--- src/hw/rtl/tspf_pkg.sv ---
// Shared types and constants for the TCP SYN port filter.
// No dependencies; used by every module of the block but the checker.
package tspf_pkg;

    localparam int unsigned POS_W      = 7;
    localparam int unsigned OFF_W      = 8;
    localparam int unsigned CNT_W      = 64;
    localparam int unsigned PORT_W     = 16;
    localparam int unsigned M_TDATA_W  = 136;

    localparam logic [POS_W-1:0]  POS_MAX          = 7'd127;
    localparam logic [POS_W-1:0]  POS_ETYPE_HI     = 7'd12;
    localparam logic [POS_W-1:0]  POS_ETYPE_LO     = 7'd13;
    localparam logic [POS_W-1:0]  POS_IHL          = 7'd14;
    localparam logic [POS_W-1:0]  POS_PROTO        = 7'd23;
    localparam logic [POS_W-1:0]  POS_TCP_MIN      = 7'd16;
    localparam logic [OFF_W-1:0]  ETH_HDR_LEN      = 8'd14;
    localparam logic [OFF_W-1:0]  MIN_IP_FRAME     = 8'd34;
    localparam logic [OFF_W-1:0]  TCP_MIN_LEN      = 8'd20;
    localparam logic [OFF_W-1:0]  TCP_PORT_HI_OFF  = 8'd2;
    localparam logic [OFF_W-1:0]  TCP_PORT_LO_OFF  = 8'd3;
    localparam logic [OFF_W-1:0]  TCP_FLAGS_OFF    = 8'd13;
    localparam logic [15:0]       ETHERTYPE_IPV4   = 16'h0800;
    localparam logic [7:0]        PROTO_TCP        = 8'd6;
    localparam logic [7:0]        FLAG_SYN         = 8'h02;
    localparam logic [7:0]        FLAG_ACK         = 8'h10;
    localparam logic [PORT_W-1:0] BLOCK_PORT_RESET = 16'd4040;

    typedef struct packed {
        logic [7:0] frame_byte;
        logic       last_byte;
    } item_t;

    typedef struct packed {
        logic last_byte;
        logic qualify;
        logic drop;
    } verdict_t;

endpackage

--- src/hw/rtl/tspf_in_reg.sv ---
// Input register of the TCP SYN port filter: holds one frame byte.
// Depends on tspf_pkg.
module tspf_in_reg (
    input  logic            aclk,
    input  logic            aresetn,
    input  logic            s_tvalid,
    output logic            s_tready,
    input  logic [7:0]      s_tdata,    // [7:0] frame_byte
    input  logic            s_tlast,    // last_byte
    input  logic            take,
    output logic            item_valid,
    output tspf_pkg::item_t item
);

    logic            valid_reg;
    tspf_pkg::item_t item_reg;

    assign s_tready   = !valid_reg || take;
    assign item_valid = valid_reg;
    assign item       = item_reg;

    always_ff @(posedge aclk) begin
        if (!aresetn) begin
            valid_reg <= 1'b0;
        end else if (s_tready) begin
            valid_reg <= s_tvalid;
        end
    end

    always_ff @(posedge aclk) begin
        if (s_tready && s_tvalid) begin
            item_reg.frame_byte <= s_tdata;
            item_reg.last_byte  <= s_tlast;
        end
    end

endmodule

--- src/hw/rtl/tspf_parse.sv ---
// Header field capture and per-frame verdict of the TCP SYN port filter.
// Depends on tspf_pkg.
module tspf_parse (
    input  logic                          aclk,
    input  logic                          aresetn,
    input  logic                          step,
    input  tspf_pkg::item_t               item,
    input  logic [tspf_pkg::PORT_W-1:0]   block_port,
    output tspf_pkg::verdict_t            verdict
);

    logic [tspf_pkg::POS_W-1:0]  pos_reg, pos_next;
    logic [15:0]                 etype_reg, etype_next;
    logic [3:0]                  hwords_reg, hwords_next;
    logic [7:0]                  proto_reg, proto_next;
    logic [15:0]                 dport_reg, dport_next;
    logic [7:0]                  flags_reg, flags_next;
    logic [tspf_pkg::OFF_W-1:0]  pos_w, frame_len, tcp_start;
    logic [7:0]                  b;
    logic                        qualify;

    assign b         = item.frame_byte;
    assign pos_w     = {1'b0, pos_reg};
    assign frame_len = pos_w + 8'd1;

    always_comb begin
        etype_next  = etype_reg;
        hwords_next = hwords_reg;
        proto_next  = proto_reg;
        dport_next  = dport_reg;
        flags_next  = flags_reg;

        if (pos_reg == tspf_pkg::POS_ETYPE_HI) begin
            etype_next[15:8] = b;
        end else if (pos_reg == tspf_pkg::POS_ETYPE_LO) begin
            etype_next[7:0] = b;
        end
        if (pos_reg == tspf_pkg::POS_IHL) begin
            hwords_next = b[3:0];
        end
        if (pos_reg == tspf_pkg::POS_PROTO) begin
            proto_next = b;
        end

        tcp_start = tspf_pkg::ETH_HDR_LEN + {2'b00, hwords_next, 2'b00};

        if (pos_reg >= tspf_pkg::POS_TCP_MIN && pos_reg < tspf_pkg::POS_MAX) begin
            if (pos_w == tcp_start + tspf_pkg::TCP_PORT_HI_OFF) begin
                dport_next[15:8] = b;
            end else if (pos_w == tcp_start + tspf_pkg::TCP_PORT_LO_OFF) begin
                dport_next[7:0] = b;
            end else if (pos_w == tcp_start + tspf_pkg::TCP_FLAGS_OFF) begin
                flags_next = b;
            end
        end

        pos_next = (pos_reg < tspf_pkg::POS_MAX) ? pos_reg + 7'd1 : pos_reg;

        qualify = (frame_len >= tspf_pkg::MIN_IP_FRAME)
               && (etype_next == tspf_pkg::ETHERTYPE_IPV4)
               && (proto_next == tspf_pkg::PROTO_TCP)
               && (frame_len >= tcp_start + tspf_pkg::TCP_MIN_LEN);

        verdict.last_byte = item.last_byte;
        verdict.qualify   = qualify;
        verdict.drop      = qualify
                         && (dport_next == block_port)
                         && ((flags_next & tspf_pkg::FLAG_SYN) != 8'd0)
                         && ((flags_next & tspf_pkg::FLAG_ACK) == 8'd0);
    end

    always_ff @(posedge aclk) begin
        if (!aresetn || (step && item.last_byte)) begin
            pos_reg    <= '0;
            etype_reg  <= '0;
            hwords_reg <= '0;
            proto_reg  <= '0;
            dport_reg  <= '0;
            flags_reg  <= '0;
        end else if (step) begin
            pos_reg    <= pos_next;
            etype_reg  <= etype_next;
            hwords_reg <= hwords_next;
            proto_reg  <= proto_next;
            dport_reg  <= dport_next;
            flags_reg  <= flags_next;
        end
    end

endmodule

--- src/hw/rtl/tspf_out_reg.sv ---
// Frame counters and result register of the TCP SYN port filter.
// Depends on tspf_pkg.
module tspf_out_reg (
    input  logic                             aclk,
    input  logic                             aresetn,
    input  logic                             step,
    input  tspf_pkg::verdict_t               verdict,
    output logic                             out_free,
    output logic                             m_tvalid,
    input  logic                             m_tready,
    output logic [tspf_pkg::M_TDATA_W-1:0]   m_tdata
);

    logic [tspf_pkg::CNT_W-1:0] tcp_total_reg, tcp_total_next;
    logic [tspf_pkg::CNT_W-1:0] drop_total_reg, drop_total_next;
    logic                       valid_reg;
    logic                       drop_reg;
    logic                       load;

    assign out_free = !valid_reg || m_tready;
    assign load     = step && verdict.last_byte;

    assign tcp_total_next  = tcp_total_reg + {{(tspf_pkg::CNT_W-1){1'b0}}, verdict.qualify};
    assign drop_total_next = drop_total_reg + {{(tspf_pkg::CNT_W-1){1'b0}}, verdict.drop};

    assign m_tvalid = valid_reg;
    assign m_tdata  = {7'd0, drop_total_reg, tcp_total_reg, drop_reg};

    always_ff @(posedge aclk) begin
        if (!aresetn) begin
            valid_reg      <= 1'b0;
            tcp_total_reg  <= '0;
            drop_total_reg <= '0;
        end else begin
            if (load) begin
                valid_reg      <= 1'b1;
                tcp_total_reg  <= tcp_total_next;
                drop_total_reg <= drop_total_next;
            end else if (m_tready) begin
                valid_reg <= 1'b0;
            end
        end
    end

    always_ff @(posedge aclk) begin
        if (load) begin
            drop_reg <= verdict.drop;
        end
    end

endmodule

--- src/hw/rtl/tcp_syn_port_filter_top.sv ---
// TCP SYN port filter, top level.
// Frames enter one byte per item on the s_ channel, s_tlast on the final byte.
// One verdict item leaves on the m_ channel for every frame, after its final
// byte: drop flag plus the running 64-bit counts of IPv4 TCP frames and of
// dropped frames (both include the frame just judged, both wrap).
// A qualifying TCP frame whose destination port equals the configured port,
// with SYN set and ACK clear, is marked for drop.
// The verdict is registered in the result register when the final byte leaves the
// input register and the result register is free. Throughput: one byte per cycle,
// except that a final byte waits in the input register while the result register
// still holds a verdict that m_tready has not taken.
// The cfg channel writes the 16-bit blocked port; it is always ready. Write it
// only while no frame is in flight.
// Reset (aresetn low, synchronous): counters cleared, frame parse state
// cleared, blocked port back to 4040, both valid flags low.
// When m_tready is low the verdict holds; bytes that are not a final byte
// keep flowing, a second final byte waits in the input register.
// Depends on tspf_pkg, tspf_in_reg, tspf_parse, tspf_out_reg.
module tcp_syn_port_filter_top (
    input  logic           aclk,
    input  logic           aresetn,
    input  logic           s_tvalid,
    output logic           s_tready,
    input  logic [7:0]     s_tdata,    // [7:0] frame_byte
    input  logic           s_tlast,    // last_byte
    output logic           m_tvalid,
    input  logic           m_tready,
    output logic [135:0]   m_tdata,    // [0] drop_frame, [64:1] tcp_seen_count,
                                       // [128:65] dropped_count, [135:129] zero
    input  logic           cfg_valid,
    output logic           cfg_ready,
    input  logic [15:0]    cfg_data    // [15:0] block_port
);

    logic                          item_valid;
    tspf_pkg::item_t               item;
    tspf_pkg::verdict_t            verdict;
    logic                          out_free;
    logic                          step;
    logic [tspf_pkg::PORT_W-1:0]   block_port_reg;

    assign cfg_ready = 1'b1;
    assign step      = item_valid && (!item.last_byte || out_free);

    always_ff @(posedge aclk) begin
        if (!aresetn) begin
            block_port_reg <= tspf_pkg::BLOCK_PORT_RESET;
        end else if (cfg_valid) begin
            block_port_reg <= cfg_data;
        end
    end

    tspf_in_reg u_in_reg (
        .aclk       (aclk),
        .aresetn    (aresetn),
        .s_tvalid   (s_tvalid),
        .s_tready   (s_tready),
        .s_tdata    (s_tdata),
        .s_tlast    (s_tlast),
        .take       (step),
        .item_valid (item_valid),
        .item       (item)
    );

    tspf_parse u_parse (
        .aclk       (aclk),
        .aresetn    (aresetn),
        .step       (step),
        .item       (item),
        .block_port (block_port_reg),
        .verdict    (verdict)
    );

    tspf_out_reg u_out_reg (
        .aclk     (aclk),
        .aresetn  (aresetn),
        .step     (step),
        .verdict  (verdict),
        .out_free (out_free),
        .m_tvalid (m_tvalid),
        .m_tready (m_tready),
        .m_tdata  (m_tdata)
    );

endmodule

--- config.mk ---
export PLATFORM = sky130hd
export DESIGN_NAME = tcp_syn_port_filter_top
export DESIGN_NICKNAME = d
export VERILOG_FILES = /design/src/hw/rtl/tspf_pkg.sv /design/src/hw/rtl/tspf_in_reg.sv /design/src/hw/rtl/tspf_parse.sv /design/src/hw/rtl/tspf_out_reg.sv /design/src/hw/rtl/tcp_syn_port_filter_top.sv
export SDC_FILE = /design/constraint.sdc
export NUM_CORES = 1
export LEC_CHECK = 0
export BUFFER_PORTS_ARGS = -buffer_cell sky130_fd_sc_hd__buf_2
export CAP_MARGIN = 40
export CORE_UTILIZATION = 35
export CTS_BUF_LIST = sky130_fd_sc_hd__clkbuf_8
export DETAILED_ROUTE_END_ITERATION = 16
export SLEW_MARGIN = 0
export SYNTH_ARGS = -nofsm -noshare
export SYNTH_HDL_FRONTEND = slang
export SYNTH_SLANG_ARGS = --single-unit
export TNS_END_PERCENT = 5
--- constraint.sdc ---
create_clock -name aclk -period 6.9 [get_ports aclk]
set_input_delay 0.345 -clock aclk [delete_from_list [all_inputs] [get_ports aclk]]
set_output_delay 0.345 -clock aclk [all_outputs]
set_load 0.01 [all_outputs]
==> qor.yml <==
synth:
  postSynthCellCount: 1140
  ys_seq_elements: 209
  netlist_area_mm2: 0.0103
  synth_edf_count: 10
  synth_top_area_share_pct: 38.7
  synth_cell_types: 68
  synthFlopType: "dfxtp_1"
  synth-async-reset-ratio_pct: 0
  ys_top_cells_by_area: "dfxtp_1 39%, xnor2_1 7.9%, and2_1 6.3%"
  yosysWarnings: 0
  ys_seq_area_share_pct: 41.6
  yosysTopAreaCell: "dfxtp_1"
  avgSynthCellArea_um2: 9.02
route:
  routedWlPerCell_um: 14.6
  wl_um: 25400
  ant_nets: 0
  drt_iter0_markers: 465
  drc_errors: 0
  first_pass_iters: 5
  route.vias.total: 8448
  via_per_inst: 4.88
timing:
  period_share_pct: 92.0
  hold_viol: 0
  worst_pin_slew_ns: 0.809
  rsz0062_at_grt: "false"
  worst_slack_ns: 0.552
  setup_tns_ns: 0
  clock.fmax_ghz: 0.158
  period_minus_slack_ns: 6.35
  setup-violations-final: 0
  finalMaxSlewViolations: 0
  slew_headroom_pct: 45.9
  finClkSkew_ns: 0.0305
global_route:
  grt.total_usage_pct: 16.6
  grt.overflow.total: 0
  antenna_found_initial: 3
  grt_pass1_wl_um: 41400
  grt_max_degree: 73
  grt_pass1_vias: 8116
placed_design:
  dp_hpwl_um: 17600
  io_buffers: 160
  place_congestion: 0.885
  placedCellCount: 1648
  pre_cts_ws_ns: 0.0647
critical_path:
  crit_fanout: 12
  start_kind: "flip-flop"
  worstSetupEndpointType: "flip-flop"
  crit_required_ns: 7.33
  r2r_setup_slack_ns: 0.55
  crit_type: "flip-flop to flip-flop"
  worst_r2r_startpoint: "u_parse.pos_reg[6]"
  reg2reg_to: "u_out_reg.drop_total_reg[55]"
  rr_worst_depth: 26
  arrival_ns: 6.78
  startpoint: "u_parse.pos_reg[6]"
  timing.critical_path.to: "u_out_reg.drop_total_reg[55]"
min_path:
  hp-class: "input port to flip-flop"
  min_from: "cfg_data[11]"
final_layout:
  syn_to_final_growth_pct: 20.6
  final_cells: 1732
  fin_nets: 1365
  drive_above_1_share_pct: 18.6
run:
  cap_violations: 0
power:
  p_per_area_mw_per_mm2: 204
  ir_drop_uv: 132
  total_leakage_power_nw: 5.23
floorplanning:
  ios: 169
  core_area_mm2: 0.0288
  fp-row-count: 62
  fp.dieH_um: 173
  dieArea_mm2: 0.0301
  initial_core_util_pct: 35.7
  dieWidth_um: 173
run_status:
  status: "finished clean"
cts:
  cts_tree: "yes"
  cts.clk_slew.worst_paths_ns: 0.06
  postCtsSetupBuffers: 0
  clk_latency_ns: 0.55
  htreeDepth: 2
  cts_buffers: 39
  clock_path_buffers: 3
  cts_root_buf: "clkbuf_8"
  cts_sinks: 209
[layer usage]
metal,vias to the layer above,global-route usage (%),routed length (µm)
met1,3941,21.5,11600
met5,-,0,22
met2,196,26.0,11400
met4,4,5.97,557
met3,51,5.09,1760
li1,4256,-,-
[Yosys cell counts (7+ instances only)]
master,instances
and2_1,103
xor2_1,45
buf_4,9
ha_1,16
nor2b_1,25
mux2i_1,59
and4_1,17
xnor2_1,93
dfxtp_1,199
nand3_1,64
and3_1,26
inv_1,27
nor3_1,14
nand4_1,26
a21oi_1,23
nor2_1,74
or3_1,23
edfxtp_1,10
nand2_1,87
clkbuf_1,39
nand2b_1,10
a211oi_1,7
a21boi_0,27
o21ai_0,46
[per-stage QoR]
| step | instance area (µm²) | utilization (%) | hold WS (ns) | total power [mW] |
|---|---|---|---|---|
| 3_5_place_dp | 11500 | 39.9 | 0.476 | 1.38 |
| 6_report | 12400 | 43.1 | 0.0495 | 2.54 |
| 2_1_floorplan | 10300 | - | 0.444 | 1.35 |
| 5_1_grt | 12400 | 43.1 | 0.0144 | 2.65 |
| 4_1_cts | 12400 | 43.0 | 0.00518 | 2.58 |
| 3_3_place_gp | 11400 | 39.7 | 0.465 | 1.38 |
[cells in the final DEF (no fill, tap or decap), types with 26 or more instances in the layout]
master,instances
o21ai_0,45
nor2_1,73
nand3_1,64
xor2_1,45
xnor2_1,93
nand4_1,26
a21boi_0,27
buf_2,159
dfxtp_1,199
nand2_1,87
clkbuf_8,49
and2_1,103
mux2i_1,59
inv_1,39
[worst min path at each step]
| stage | to | slack [ns] | depth (start not counted) |
|---|---|---|---|
| after floorplan | u_in_reg.item[0] | 0.44 | 0 |
| after global placement | u_parse.flags_reg[4] | 0.47 | 2 |
| after detailed placement | u_parse.dport_reg[15] | 0.48 | 2 |
| after CTS | block_port_reg[11] | 0.005 | 3 |
| after global routing | block_port_reg[11] | 0.01 | 3 |
| final | block_port_reg[11] | 0.05 | 3 |
[worst max-delay path: stages, from the launching register on]
cell,delay (ns)
dfxtp_1,0.44
nor4b_4,0.45
and3_2,0.36
mux2i_1,0.25
inv_1,0.07
ha_1,0.33
inv_1,0.10
nor3_1,0.18
o21ai_0,0.13
xor2_1,0.16
ha_1,0.27
o21ai_0,0.07
a21oi_1,0.23
o211ai_1,0.14
a211oi_1,0.28
nand4_1,0.15
nor4_2,0.48
ha_1,0.27
nand3_1,0.13
nor3_4,0.27
nand4_1,0.31
or2_1,0.37
nor4_2,0.23
buf_4,0.20
nand4_1,0.12
xnor2_1,0.14
and2_1,0.15
[where the power goes]
| group | switching, mW | total, mW | leakage, nW | internal, mW |
|---|---|---|---|---|
| registers | 0.0197 | 1.25 | 1.70 | 1.23 |
| clock network | 0.530 | 1.17 | 0.446 | 0.641 |
| logic | 0.0675 | 0.117 | 3.08 | 0.0494 |
| total | 0.618 | 2.54 | 5.23 | 1.92 |
[area by class of cell]
type	count	area [µm²]
multi-input cells	853	5690
well taps	384	480
inverters	27	101
repair buffers	189	1080
fillers	2859	16400
diodes	1	2.50
flip-flops and latches	209	4280
clock inverters	20	93.8
clock buffers	49	674
[cell families (layout without fill, tap and decap cells)]
family	count (synthesis)	count (layout)	share of synthesized area, %
AOI/OAI and AO/OA	132	132	8.31
xor gates and xnor gates	138	138	11.8
adders and majority gates	17	17	2.04
buffers and inverters	85	285	3.58
DFF	209	209	41.6
muxes	60	60	5.85
other	2	10	0.0730
and+or+nand+nor	497	497	26.7
[timing repair]
item | 4_1_cts | 5_1_grt
gates resized for setup | 0 | 6
hold endpoints to repair | 14 | 0
endpoints found under the setup margin | 0 | 33
hold buffers | 14 | 0
No activity file was read; power rests on OpenSTA's default activity.
